**config.mk**
```make
export PLATFORM = sky130hd
export DESIGN_NAME = tpt_state_mem
export DESIGN_NICKNAME = d
export VERILOG_FILES = /design/src/rtl/core/tpt_pkg.sv /design/src/rtl/core/tpt_state_mem.sv
export SDC_FILE = /design/constraint.sdc
export NUM_CORES = 1
export LEC_CHECK = 0
export BUFFER_PORTS_ARGS = -buffer_cell sky130_fd_sc_hd__buf_2
export CAP_MARGIN = 20
export CORE_ASPECT_RATIO = 2
export CORE_MARGIN = 2
export CORE_UTILIZATION = 50
export CTS_BUF_LIST = sky130_fd_sc_hd__clkbuf_16
export DETAILED_ROUTE_END_ITERATION = 16
export PLACE_DENSITY_LB_ADDON = 0.3
export SLEW_MARGIN = 40
export SYNTH_ARGS = -nofsm -noshare
export SYNTH_HDL_FRONTEND = slang
export SYNTH_SLANG_ARGS = --single-unit
```
**constraint.sdc**
```tcl
create_clock -name i_clk -period 4.57 [get_ports i_clk]
set_input_delay 0.2285 -clock i_clk [delete_from_list [all_inputs] [get_ports i_clk]]
set_output_delay 0.2285 -clock i_clk [all_outputs]
set_load 0.1 [all_outputs]
```
**src/rtl/core/tpt_pkg.sv**
```systemverilog
// ----------------------------------------------------------------------------
// tpt_pkg
// types, constants and helpers of the trapezoidal one-pole lowpass core
// ----------------------------------------------------------------------------
package tpt_pkg;

    // request codes
    localparam logic REQ_FILTER = 1'b0;
    localparam logic REQ_CLEAR  = 1'b1;

    // register word index
    localparam logic REG_SAMPLE_RATE = 1'b0;

    // channel address field of the state memory, covers up to 64 channels
    localparam int CH_W = 6;

    // numeric constants
    localparam logic [23:0] F_MAX_Q24    = 24'd8338276;
    localparam logic [31:0] PI_Q30       = 32'd3373259426;
    localparam logic [31:0] G_MAX        = 32'h7FFF_FFFF;
    localparam logic [17:0] SR_RESET     = 18'd48000;
    localparam int          CORDIC_STEPS = 30;
    localparam int          DIV_STEPS    = 64;

    // divider request and response
    typedef struct packed {
        logic        start;
        logic [63:0] dividend;
        logic [32:0] divisor;
    } t_div_req;

    typedef struct packed {
        logic        done;
        logic [63:0] quot;
    } t_div_rsp;

    // rotation unit request and response
    typedef struct packed {
        logic        start;
        logic [33:0] theta;
    } t_cor_req;

    typedef struct packed {
        logic               done;
        logic signed [33:0] x;
        logic signed [33:0] y;
    } t_cor_rsp;

    // state memory access
    typedef struct packed {
        logic            rd;
        logic            wr;
        logic            clr;
        logic [CH_W-1:0] addr;
        logic [31:0]     wdata;
    } t_mem_req;

    // arctangent of 2^-i in Q.30
    function automatic logic signed [33:0] atan_entry(input logic [4:0] i);
        logic signed [33:0] v;
        case (i)
            5'd0:    v = 34'sd843314857;
            5'd1:    v = 34'sd497837829;
            5'd2:    v = 34'sd263043837;
            5'd3:    v = 34'sd133525159;
            5'd4:    v = 34'sd67021687;
            5'd5:    v = 34'sd33543516;
            5'd6:    v = 34'sd16775851;
            5'd7:    v = 34'sd8388437;
            5'd8:    v = 34'sd4194283;
            5'd9:    v = 34'sd2097149;
            default: v = 34'sd1 <<< (5'd30 - i);
        endcase
        return v;
    endfunction

    // clamp to the signed 32-bit range
    function automatic logic signed [31:0] sat32(input logic signed [43:0] v);
        logic signed [31:0] r;
        if (v > 44'sh000_7FFF_FFFF) begin
            r = 32'sh7FFF_FFFF;
        end else if (v < -44'sh000_8000_0000) begin
            r = -32'sh8000_0000;
        end else begin
            r = v[31:0];
        end
        return r;
    endfunction

    // clamp to the signed 24-bit range
    function automatic logic signed [23:0] sat24(input logic signed [25:0] v);
        logic signed [23:0] r;
        if (v > 26'sd8388607) begin
            r = 24'sh7F_FFFF;
        end else if (v < -26'sd8388608) begin
            r = -24'sh80_0000;
        end else begin
            r = v[23:0];
        end
        return r;
    endfunction

endpackage

```
**src/rtl/core/tpt_state_mem.sv**
```systemverilog
// ----------------------------------------------------------------------------
// tpt_state_mem
// per-channel filter state memory, registered read, valid bits for clearing
// ----------------------------------------------------------------------------
module tpt_state_mem
    import tpt_pkg::*;
#(
    parameter int CHANNELS = 8
) (
    input  logic               i_clk,
    input  logic               i_rst_n,
    input  t_mem_req           i_req,
    output logic signed [31:0] o_rdata
);

    localparam int AW = (CHANNELS > 1) ? $clog2(CHANNELS) : 1;

    logic [31:0]         r_mem [CHANNELS];
    logic [CHANNELS-1:0] r_valid;
    logic [31:0]         r_rdata;
    logic                r_rvalid;
    logic [AW-1:0]       w_idx;

    assign w_idx = i_req.addr[AW-1:0];

    // entry valid bits, cleared at once by reset or a clear request
    always_ff @(posedge i_clk) begin
        if (!i_rst_n) begin
            r_valid <= '0;
        end else if (i_req.clr) begin
            r_valid <= '0;
        end else if (i_req.wr) begin
            r_valid[w_idx] <= 1'b1;
        end
    end

    // storage write port
    always_ff @(posedge i_clk) begin
        if (i_req.wr) begin
            r_mem[w_idx] <= i_req.wdata;
        end
    end

    // registered read port
    always_ff @(posedge i_clk) begin
        if (i_req.rd) begin
            r_rdata  <= r_mem[w_idx];
            r_rvalid <= r_valid[w_idx];
        end
    end

    // an entry never written since the last clear reads as zero
    assign o_rdata = r_rvalid ? r_rdata : '0;

endmodule

```
==> metrics, run 1 <==
outcome finished clean; Final Slew Violations 0; total routing resource utilization after global routing 19.8%; endpoint of the lowest-slack register-to-register path r_rdata[29]$_DFFE_PP_; clock tree from TritonCTS done; Syn Nets 681; WL/cell 23.1 um; full die area approximately 24000 sq um; post-route fraction of the period consumed by the critical path 54.3%; highest fanout seen on the critical path 18; portion of the post-synthesis area used by sequential elements 77.6%; total cell area at the placement stage between 10000 and 15000 sq um; clock skew 0.00706 ns; Filler Cell Count 1637; critical path arrival 2.25 ns; cell with the most instances after synthesis sky130_fd_sc_hd__edfxtp_1; Layout area overhead 16.4%; Hold Path Origin i_req[29]; clock power share 38.9%; root buf cell sky130_fd_sc_hd__clkbuf_16; weighted congestion reported at the end of routability-driven placement approximately 0.74; detailed-placement wirelength estimate roughly 14000 um; final-report hold violation count 0; fin nets 785; data required time at the worst endpoint between 4 and 5 ns; P per Cell Area between 400 and 500 nW/um^2; final-layout setup total negative slack 0 ns; Die Wd 111 um; synth cell count leaders sky130_fd_sc_hd__edfxtp_1, sky130_fd_sc_hd__mux2i_1, sky130_fd_sc_hd__and2_1; FFs w/ async S/R, synth 0%; insertion delay of the later-clocked pin in the worst-skew pair 0.52 ns; top flip-flop cell by instance count after synthesis sky130_fd_sc_hd__edfxtp_1; sw frac 21.1%; delay of the slowest cell on the worst path 0.78 ns; via density per instance approximately 6; biggest area consumer among synthesized cells sky130_fd_sc_hd__edfxtp_1; Min-Delay Endpoint r_mem[1][29]$_DFFE_PP_; DRC violation count after routing 0; actual slew at the worst max-slew pin 0.803 ns; number of distinct standard cells referenced by the synthesized netlist 31; row cnt 78; Synth warnings 0; switching pwr ~1200 uW; fraction of layout cells with a size suffix above 1 19.4%; via count 6140; number of antenna cells inserted 0; maximum number of buffers from clock root to sink 3; list of cells traversed by the critical path buf_4 > and2_1 > buf_2; I/O pin count 75; sequential fraction of design power 53.5%; P_int 4610 uW; Avg Synthesized Cell Area around 18 sq um; cts bufs inserted 23; floorplan die height approximately 220 um; drt initial violations a little under 400; type of the setup path with the least slack reg2out; number of enable flip-flop cells after synthesis 289; register-to-register path setup slack 3.21 ns; FMAX 0.403 GHz; Hold WC Path Type in2reg; CTS clock-pin slew for the worst setup and hold paths 0.07 ns; combinational power share about 7.6%; cell count after synthesis 638; Port Buffer Count just over 70; ANT nets after route 0; total overflow reported by the global router 0; first-pass GRT wire length 36200 um; core area 22500 sq um; slowest CP cell sky130_fd_sc_hd__edfxtp_1; worst path buffer plus inverter count 2; H-tree depth 1; Post-CTS Resized 0; critical path endpoint category primary output; number of clock sinks 297; 1st-pass router iterations 5; final critical delay including setup and external delays 2.48 ns; total non-filler cell area in the finished layout 13300 sq um; flip-flop and latch count after synthesis just under 300; vias in the first global route 6361; cell type group with the largest total delay on the critical path flip-flops; launching point of the worst reg2reg path r_mem[5][29]$_DFFE_PP_; RSZ-0062 raised after global routing no; nature of the critical path startpoint flop; area of the mapped netlist 11400 sq um; number of antenna violations at the first check in global routing 0; leakage 0.00464 uW; starting utilization of the core area slightly above 50%; maxcap violations 0; maximum number of pins on one net before global-route repair 83; fraction of synthesized cell area taken by the top area cell type between 70% and 80%; Detailed Route WL around 24000 um; IR drop worst, VDD 0.000570 V; depth of the worst register-to-register path 4; number of setup violations in the final report 0; worst slew margin relative to its limit between 40% and 50%; cell depth of the worst min-delay path 1; Area contributors post-synth sky130_fd_sc_hd__edfxtp_1, sky130_fd_sc_hd__mux2i_1, sky130_fd_sc_hd__a311o_1
[routing by layer]
metal | vias to the layer above | GRT usage (%) | part of all wire, %
li1 | 2759 | - | -
met1 | 3153 | 23.2 | 38
met2 | 176 | 36.7 | 55
met3 | 52 | 2.17 | 4.2
met4 | 0 | 8.25 | 2.7
met5 | - | 0 | 0
[cell usage in the layout, fill, tap and decap left out, types with 6 or more instances in the layout]
cell / count
sky130_fd_sc_hd__a211oi_1: 26
sky130_fd_sc_hd__buf_4: 19
sky130_fd_sc_hd__edfxtp_1: 289
sky130_fd_sc_hd__a21oi_1: 27
sky130_fd_sc_hd__mux2i_1: 91
sky130_fd_sc_hd__buf_2: 69
sky130_fd_sc_hd__nor2_1: 18
sky130_fd_sc_hd__dfxtp_1: 8
sky130_fd_sc_hd__a311o_1: 26
sky130_fd_sc_hd__nor2_4: 6
sky130_fd_sc_hd__clkbuf_16: 23
sky130_fd_sc_hd__a31oi_1: 6
sky130_fd_sc_hd__dlygate4sd3_1: 31
sky130_fd_sc_hd__and2_1: 32
sky130_fd_sc_hd__bufinv_16: 8
sky130_fd_sc_hd__o22ai_1: 30
[cell type report]
cell class                      instances  area, sq um  share of cell area [%]
Multi-Input combinational cell        296         2350                    17.7
Timing Repair Buffer                  122          852                    6.42
Clock buffer                           23          576                    4.34
Inverter                                2         7.51                  0.0566
Tap cell                              280          350                    2.64
Sequential cell                       297         8840                    66.6
Clock inverter                         18          292                    2.20
[what timing repair did]
item | in CTS | in global routing
buffers inserted | 0 | 0
endpoints found under the hold margin | 248 | 0
hold buffers | 31 | 0
[power by group through the flow]
stage	Clock, uW	Combinational, uW	Sequential (uW)
2_1_floorplan	0	296	3180
3_3_place_gp	0	410	3180
3_5_place_dp	0	424	3190
4_1_cts	2300	448	3120
5_1_grt	2390	473	3130
6_report	2270	443	3120
[worst max-delay path by stage]
stage                             from                     to  slack [ns]  cells after the start
floorplan                    i_req[34]  r_mem[1][0]$_DFFE_PP_        1.08                      4
global placement             i_req[32]  r_rdata[16]$_DFFE_PP_        1.88                      6
detailed placement           i_req[32]  r_rdata[16]$_DFFE_PP_        1.76                      6
CTS                 r_rvalid$_DFFE_PP_            o_rdata[27]        2.01                      3
global route        r_rvalid$_DFFE_PP_            o_rdata[27]        1.94                      3
finish              r_rvalid$_DFFE_PP_            o_rdata[27]        2.09                      3
[state kept, by name (all words and copies together), names as in the netlist]
signal    flops
r_mem       256
r_rvalid      1
r_valid       8
r_rdata      32
[stage by stage]
stage	instances	hold WS, ns	total power (uW)	setup slack (ns)	util (%)
6_report	1038	0.00901	5840	2.09	58.8
5_1_grt	1038	0.0112	6000	1.94	58.8
4_1_cts	1038	0.00618	5870	2.01	58.8
3_5_place_dp	966	0.466	3610	1.76	53.6
3_3_place_gp	966	0.447	3590	1.88	53.6
2_1_floorplan	638	0.327	3470	1.08	-
[logic make-up (layout without fill, tap and decap cells)]
kind of cell / after synthesis / count (layout) / share of synthesized area, %
compound gates: 128 / 128 / 8.03
flops: 297 / 297 / 77.6
simple gates: 70 / 70 / 3.15
buf+inv: 45 / 165 / 2.32
mux: 98 / 98 / 8.92
(Power assumes the default switching activity.)
==> inputs of run 2 (changes only) <==
--- a/config.mk
+++ b/config.mk
@@ -5,6 +5,7 @@
 export SDC_FILE = /design/constraint.sdc
 export NUM_CORES = 1
 export LEC_CHECK = 0
+export ABC_AREA = 1
 export BUFFER_PORTS_ARGS = -buffer_cell sky130_fd_sc_hd__buf_2
 export CAP_MARGIN = 20
 export CORE_ASPECT_RATIO = 2
==> constraint.sdc (replaced) <==
create_clock -name i_clk -period 2.4 [get_ports i_clk]
set_input_delay 0.12 -clock i_clk [delete_from_list [all_inputs] [get_ports i_clk]]
set_output_delay 0.12 -clock i_clk [all_outputs]
set_load 0.1 [all_outputs]
==> run 2 against run 1 <==
  * Clock skew increased by 0.0070 ns
  * Wire length increased by 7.8%
  * Combinational power increased by 120%
  * Sequential share of layout area decreased by 5.2 points
  * First-iteration DRC count increased by 39%
  * Setup slack got worse by 1.9 ns
  * Sequential power increased by 91%
  * Core utilization about the same
  * Final area increased by 8.4%
  * Synthesized area increased by 9.2%
  * Via count increased by 32%
  * Non-clock buffer count increased by 11
  * Critical path type unchanged
==> metrics, run 2 <==
outcome finished clean (unchanged); data required time at the worst endpoint 2.28 ns (was 4.34 ns); ANT nets after route 0 (unchanged); list of cells traversed by the critical path buf_12 > nand2_1 > inv_1 > buf_2 (was buf_4 > and2_1 > buf_2); cell total after placement 1593 (was 966); maxcap violations 0 (unchanged); Filler Cell Count 2003 (was 1637); total non-filler cell area in the finished layout 14400 sq um (was 13300 sq um); leakage 0.00660 uW (was 0.00464 uW); FFs w/ async S/R, synth 0% (unchanged); CTS clock-pin slew for the worst setup and hold paths 0.07 ns (about the same); Detailed Route WL 25800 um (was 24000 um); clock tree from TritonCTS done (unchanged); I/O pin count 75 (unchanged); Most flops, register r_mem (unchanged); clock skew 0.0141 ns (was 0.00706 ns); commonest cells after routing, fill and taps aside sky130_fd_sc_hd__nand2_1, sky130_fd_sc_hd__edfxtp_1, sky130_fd_sc_hd__inv_1 (was sky130_fd_sc_hd__edfxtp_1, sky130_fd_sc_hd__mux2i_1, sky130_fd_sc_hd__buf_2); number of enable flip-flop cells after synthesis 289 (unchanged); most frequent standard cell in the layout excluding fill and tap cells sky130_fd_sc_hd__nand2_1 (was sky130_fd_sc_hd__edfxtp_1); top flip-flop cell by instance count after synthesis sky130_fd_sc_hd__edfxtp_1 (unchanged); root buf cell sky130_fd_sc_hd__clkbuf_16 (unchanged); H-tree depth 1 (unchanged); Avg Synthesized Cell Area 10.3 sq um (was 17.9 sq um); depth of the worst register-to-register path 6 (was 4); worst setup slack after placement 0.391 ns (was 1.76 ns); Area contributors post-synth sky130_fd_sc_hd__edfxtp_1, sky130_fd_sc_hd__nand2_1, sky130_fd_sc_hd__inv_1 (was sky130_fd_sc_hd__edfxtp_1, sky130_fd_sc_hd__mux2i_1, sky130_fd_sc_hd__a311o_1); insertion delay of the later-clocked pin in the worst-skew pair 0.53 ns (was 0.52 ns); total cell area at the placement stage 13200 sq um (was 12100 sq um); final critical delay including setup and external delays 2.17 ns; area of the mapped netlist 12400 sq um (was 11400 sq um); vias in the first global route 7798 (was 6361); fraction of synthesized cell area taken by the top area cell type 69.8% (was 76.2%); fraction of layout cells with a size suffix above 1 11.0% (was 19.4%); via density per instance 4.85 (was 5.92); Post-CTS Resized 0 (unchanged); WL/cell 15.4 um (was 23.1 um); maximum number of pins on one net before global-route repair 62 (was 83); number of antenna cells inserted 0 (unchanged); core area 24400 sq um (was 22500 sq um); weighted congestion reported at the end of routability-driven placement 0.807 (was 0.743); type of the setup path with the least slack reg2out (unchanged); Worst Slack Setup Final 0.233 ns (was 2.09 ns); Die Wd 116 um (was 111 um); synth cell count leaders sky130_fd_sc_hd__nand2_1, sky130_fd_sc_hd__edfxtp_1, sky130_fd_sc_hd__inv_1 (was sky130_fd_sc_hd__edfxtp_1, sky130_fd_sc_hd__mux2i_1, sky130_fd_sc_hd__and2_1); critical path arrival 2.05 ns (was 2.25 ns); P per Cell Area 761 nW/um^2 (was 440 nW/um^2); number of clock sinks 297 (unchanged); DRC violation count after routing 0 (unchanged); Syn Nets 1253 (was 681); final-report hold violation count 0 (unchanged); critical path endpoint category primary output (unchanged); IR drop worst, VDD 0.000450 V (was 0.000570 V); biggest area consumer among synthesized cells sky130_fd_sc_hd__edfxtp_1 (unchanged); 1st-pass router iterations 7 (was 5); number of setup violations in the final report 0 (unchanged); maximum number of buffers from clock root to sink 3 (unchanged); actual slew at the worst max-slew pin 0.693 ns (was 0.803 ns); cts bufs inserted 25 (was 23); via count 8111 (was 6140); RSZ-0062 raised after global routing no (unchanged); detailed-placement wirelength estimate 14700 um (was 13500 um); floorplan die height 227 um (was 217 um); total routing resource utilization after global routing 20.2% (was 19.8%); fin nets 1365 (was 785); worst slew margin relative to its limit 53.8% (was 46.5%); end-of-flow core utilization 58.9% (was 58.8%); row cnt 81 (was 78); max FFs per register 256 (unchanged); count of buffers added by post-CTS timing repair for setup 0 (unchanged); total overflow reported by the global router 0 (unchanged); cell with the most instances after synthesis sky130_fd_sc_hd__nand2_1 (was sky130_fd_sc_hd__edfxtp_1); drt initial violations 546 (was 394); Layout area overhead 15.6% (was 16.4%); delay of the slowest cell on the worst path 0.65 ns (was 0.78 ns); final-layout setup total negative slack 0 ns (unchanged); Port Buffer Count 71 (unchanged); nature of the critical path startpoint flop (unchanged); Regs by FF count r_mem (256), r_rdata (32), r_valid (8) (unchanged); first-pass GRT wire length 39800 um (was 36200 um); Final Slew Violations 0 (unchanged); starting utilization of the core area 50.9% (was 50.5%); non-filler cells in the finished layout 1672 (was 1038); Hold WC Path Type in2reg (unchanged); full die area 26200 sq um (was 24100 sq um); hold bufs inserted after CTS 34 (was 31); FMAX approximately 0.46 GHz; post-route fraction of the period consumed by the critical path 90.3%; number of distinct standard cells referenced by the synthesized netlist 14 (was 31); flip-flop and latch count after synthesis 297 (unchanged); slowest CP cell sky130_fd_sc_hd__edfxtp_1 (unchanged); portion of the post-synthesis area used by sequential elements 71.1% (was 77.6%); cell depth of the worst min-delay path 3 (was 1); cell count after synthesis 1210 (was 638); Synth warnings 0 (unchanged); number of antenna violations at the first check in global routing 0 (unchanged); highest fanout seen on the critical path 18 (unchanged)
[run 2: changes by cell type in the layout (fill, tap and decap cells not counted), sizes merged, moves of 13 or more]
cell / previous run / this run
a21oi: 27 / 5
inv: 2 / 211
a311o: 26 / 0
o22ai: 30 / 0
mux2i: 91 / 0
nand2: 5 / 576
nor2: 25 / 12
nand3: 0 / 64
and2: 32 / 0
a211oi: 26 / 0
[run 2: area by class of cell]
cell class / count / area (sq um) / area share, %
clock buffers: 25 / 626 / 4.35
clock inverters: 20 / 184 / 1.28
inverters: 208 / 786 / 5.47
multi-input cells: 657 / 2570 / 17.9
flip-flops and latches: 297 / 8840 / 61.5
well taps: 332 / 415 / 2.89
repair buffers: 133 / 958 / 6.67
[run 2: final timing paths]
check             slack [ns]                 endpoint                     from
setup / recovery        0.23              o_rdata[30]       r_rvalid$_DFFE_PP_
hold reg to reg         0.46  r_valid[0]$_SDFFE_PP0P_  r_valid[0]$_SDFFE_PP0P_
hold / removal          0.06  r_valid[2]$_SDFFE_PP0P_                  i_rst_n
setup reg to reg        1.38    r_rdata[25]$_DFFE_PP_   r_mem[4][25]$_DFFE_PP_
[run 2: critical path: cells and delay by family, from the launching register on]
kind | cells | cell delay, ns
flip-flops | 1 | 0.65
buffers and inverters | 3 | 0.73
AND/OR/NAND/NOR | 1 | 0.14
[run 2: where the power goes]
group          internal, uW  leakage, uW  switching (uW)
sequential             5900      0.00272            49.5
clock                  2230     0.000394            1790
combinational           245      0.00349             723
[run 2: logic make-up after synthesis]
kind of cell	share of synthesized area, %
buffers and inverters	8.37
flip-flops	71.1
AO/OA/AOI/OAI	0.201
AND/OR/NAND/NOR	20.4
[run 2: metrics by stage]
| step | hold slack (ns) | power, uW |
|---|---|---|
| final | 0.0577 | 10900 |
| after global routing | 0.0916 | 11300 |
| after CTS | 0.0408 | 11000 |
| after detailed placement | 0.384 | 6990 |
| after global placement | 0.379 | 6960 |
| after floorplan | 0.219 | 6700 |
[run 2: layer usage]
metal  global-route usage, %  part of all wire, %  vias to the layer above
li1                        -                    -                     3987
met1                    23.1                   39                     3839
met2                    37.2                   53                      216
met3                    2.13                  4.6                       69
met4                    9.52                  3.7                        0
met5                       0                    0                        -
==> inputs of run 3 (changes only) <==
--- a/config.mk
+++ b/config.mk
@@ -6,14 +6,14 @@
 export NUM_CORES = 1
 export LEC_CHECK = 0
 export ABC_AREA = 1
-export BUFFER_PORTS_ARGS = -buffer_cell sky130_fd_sc_hd__buf_2
 export CAP_MARGIN = 20
 export CORE_ASPECT_RATIO = 2
 export CORE_MARGIN = 2
 export CORE_UTILIZATION = 50
 export CTS_BUF_LIST = sky130_fd_sc_hd__clkbuf_16
 export DETAILED_ROUTE_END_ITERATION = 16
-export PLACE_DENSITY_LB_ADDON = 0.3
+export DONT_BUFFER_PORTS = 1
+export PLACE_DENSITY = 0.71
 export SLEW_MARGIN = 40
 export SYNTH_ARGS = -nofsm -noshare
 export SYNTH_HDL_FRONTEND = slang
==> run 3 against run 2 <==
  * Clock power down 5.5%
  * Sequential cell count stayed put
  * Clock skew down 0.0055 ns
  * Sequential share of layout area rose by 0.13 points
  * Setup slack gained 0.15 ns
  * Global-route usage barely moved
  * Clock-buffer cell count unchanged
  * Critical endpoint is now r_rdata[30]$_DFFE_PP_
==> metrics, run 3 (synthesis results as in run 2) <==
sequential fraction of design power 55.5% (was 54.4%); global routing met2 resource utilization 37.3% (was 37.2%); clock power share 35.5% (was 36.8%); Filler Cell Count 1900 (was 2003); Port Buffer Count 0 (was 71); Regs by FF count r_mem (256), r_rdata (32), r_valid (8) (unchanged); Hold Path Origin i_req[32] (was i_rst_n); final-report hold violation count 0 (unchanged); Worst Slack Setup Final 0.384 ns (was 0.233 ns); hold bufs inserted after CTS 46 (was 34); area used by multi-input combinational logic 2570 sq um (unchanged); starting utilization of the core area 50.9% (unchanged); Die Wd 116 um (unchanged); FMAX 0.496 GHz (was 0.461 GHz); count of buffers added by post-CTS timing repair for setup 0 (unchanged); full die area 26200 sq um (unchanged); fraction of layout cells with a size suffix above 1 7.72% (was 11.0%); I/O pin count 75 (unchanged); met1 routing resource usage after global routing 22.9% (was 23.1%); RSZ-0062 raised after global routing no (unchanged); floorplan die height 227 um (unchanged); CTS clock-pin slew for the worst setup and hold paths 0.06 ns (was 0.07 ns); detailed-placement wirelength estimate 14500 um (was 14700 um); Hold WC Path Type in2reg (unchanged); worst slew margin relative to its limit 51.5% (was 53.8%); worst setup slack after placement 0.751 ns (was 0.391 ns); drt initial violations 483 (was 546); maximum number of pins on one net before global-route repair 82 (was 62); H-tree depth 1 (unchanged); fin nets 1334 (was 1365); sw frac 22.9% (was 23.4%); 1st-pass router iterations 4 (was 7); clock tree from TritonCTS done (unchanged); grt peak-use layer met2 (unchanged); number of antenna violations at the first check in global routing 0 (unchanged); combinational power share 9.0% (was 8.9%); cell total after placement 1550 (was 1593); vias in the first global route 7858 (was 7798); Most flops, register r_mem (unchanged); clock skew 0.00854 ns (was 0.0141 ns); highest fanout seen on the critical path 1 (was 18); footprint of the flip-flops and latches 8840 sq um (unchanged); IR drop worst, VDD 0.000571 V (was 0.000450 V); critical path arrival 2.29 ns (was 2.05 ns); Detailed Route WL 25600 um (was 25800 um); launching point of the worst reg2reg path r_mem[4][30]$_DFFE_PP_ (was r_mem[4][25]$_DFFE_PP_); ANT nets after route 0 (unchanged); P per Cell Area 747 nW/um^2 (was 761 nW/um^2); post-route fraction of the period consumed by the critical path 84.0% (was 90.3%); max FFs per register 256 (unchanged); switching pwr 2450 uW (was 2560 uW); final-layout setup total negative slack 0 ns (unchanged); core area 24400 sq um (unchanged); nature of the critical path startpoint flop (unchanged); Layout area overhead 15.3% (was 15.6%); number of setup violations in the final report 0 (unchanged); maximum number of buffers from clock root to sink 3 (unchanged); type of the setup path with the least slack reg2reg (was reg2out); cts bufs inserted 25 (unchanged); most frequent standard cell in the layout excluding fill and tap cells sky130_fd_sc_hd__nand2_1 (unchanged); Post-CTS Resized 0 (unchanged); weighted congestion reported at the end of routability-driven placement 0.740 (was 0.807); Final Slew Violations 0 (unchanged); data required time at the worst endpoint 2.67 ns (was 2.28 ns); commonest cells after routing, fill and taps aside sky130_fd_sc_hd__nand2_1, sky130_fd_sc_hd__edfxtp_1, sky130_fd_sc_hd__inv_1 (unchanged); total routing resource utilization after global routing 20.2% (about the same); insertion delay of the later-clocked pin in the worst-skew pair 0.53 ns (about the same); via count 7938 (was 8111); maxcap violations 0 (unchanged); first-pass GRT wire length 40100 um (was 39800 um); leakage 0.00651 uW (was 0.00660 uW); critical path endpoint category flop (was primary output); P_int 8260 uW (was 8370 uW); met3 Resource Use GR 2.08% (was 2.13%); via density per instance 4.84 (was 4.85); number of antenna cells inserted 0 (unchanged); actual slew at the worst max-slew pin 0.728 ns (was 0.693 ns); DRC violation count after routing 0 (unchanged); number of clock sinks 297 (unchanged); non-filler cells in the finished layout 1640 (was 1672); total overflow reported by the global router 0 (unchanged); row cnt 81 (unchanged); WL/cell 15.6 um (was 15.4 um); outcome finished clean (unchanged); root buf cell sky130_fd_sc_hd__clkbuf_16 (unchanged); final critical delay including setup and external delays 2.02 ns (was 2.17 ns); Crit. Startpoint r_mem[4][30]$_DFFE_PP_ (was r_rvalid$_DFFE_PP_)
==> run 3: cell type report <==
class,count,area share (%)
clock buffer,25,4.36
timing repair buffer,102,6.84
clock inverter,19,0.925
multi-input combinational,657,17.9
sequential,297,61.6
tap,332,2.90
inverter,208,5.46
==> run 3: power by group through the flow <==
stage	Combinational [uW]	Clock, uW	Sequential (uW)
2_1_floorplan	649	0	6050
3_3_place_gp	781	0	6050
3_5_place_dp	796	0	6060
4_1_cts	971	3870	5940
5_1_grt	1060	4050	5960
6_report	962	3800	5940
==> run 3: final timing paths <==
path         slack (ns)  depth (start not counted)                 endpoint
min                0.03                          6    r_rdata[27]$_DFFE_PP_
max reg2reg        0.38                          8    r_rdata[30]$_DFFE_PP_
min reg2reg        0.46                          2  r_valid[6]$_SDFFE_PP0P_
max                0.38                          8    r_rdata[30]$_DFFE_PP_
==> run 3: worst max-delay path: stages, from the launching register on <==
cell	delay (ns)
sky130_fd_sc_hd__edfxtp_1	0.36
sky130_fd_sc_hd__nand2_1	0.07
sky130_fd_sc_hd__nand2_1	0.05
sky130_fd_sc_hd__nand2_1	0.05
sky130_fd_sc_hd__nand2_1	0.05
sky130_fd_sc_hd__nand2_1	0.05
sky130_fd_sc_hd__dlygate4sd3_1	0.54
sky130_fd_sc_hd__nand2_1	0.06
sky130_fd_sc_hd__dlygate4sd3_1	0.55
==> run 3: through the flow <==
stage | hold WS (ns) | area, sq um | util (%) | power (uW)
after global placement | 0.219 | 13100 | 53.6 | 6830
after global routing | 0.0469 | 14300 | 58.7 | 11100
after floorplan | 0.219 | 12400 | - | 6700
after detailed placement | 0.219 | 13100 | 53.6 | 6860
final | 0.0272 | 14300 | 58.7 | 10700
after CTS | 0.00261 | 14300 | 58.7 | 10800
==> run 3: layer usage <==
layer  vias to the layer above  routed length, um
met5                         -                  0
met2                       232              13800
met1                      3716               9600
li1                       3925                  -
met3                        65               1280
met4                         0                917
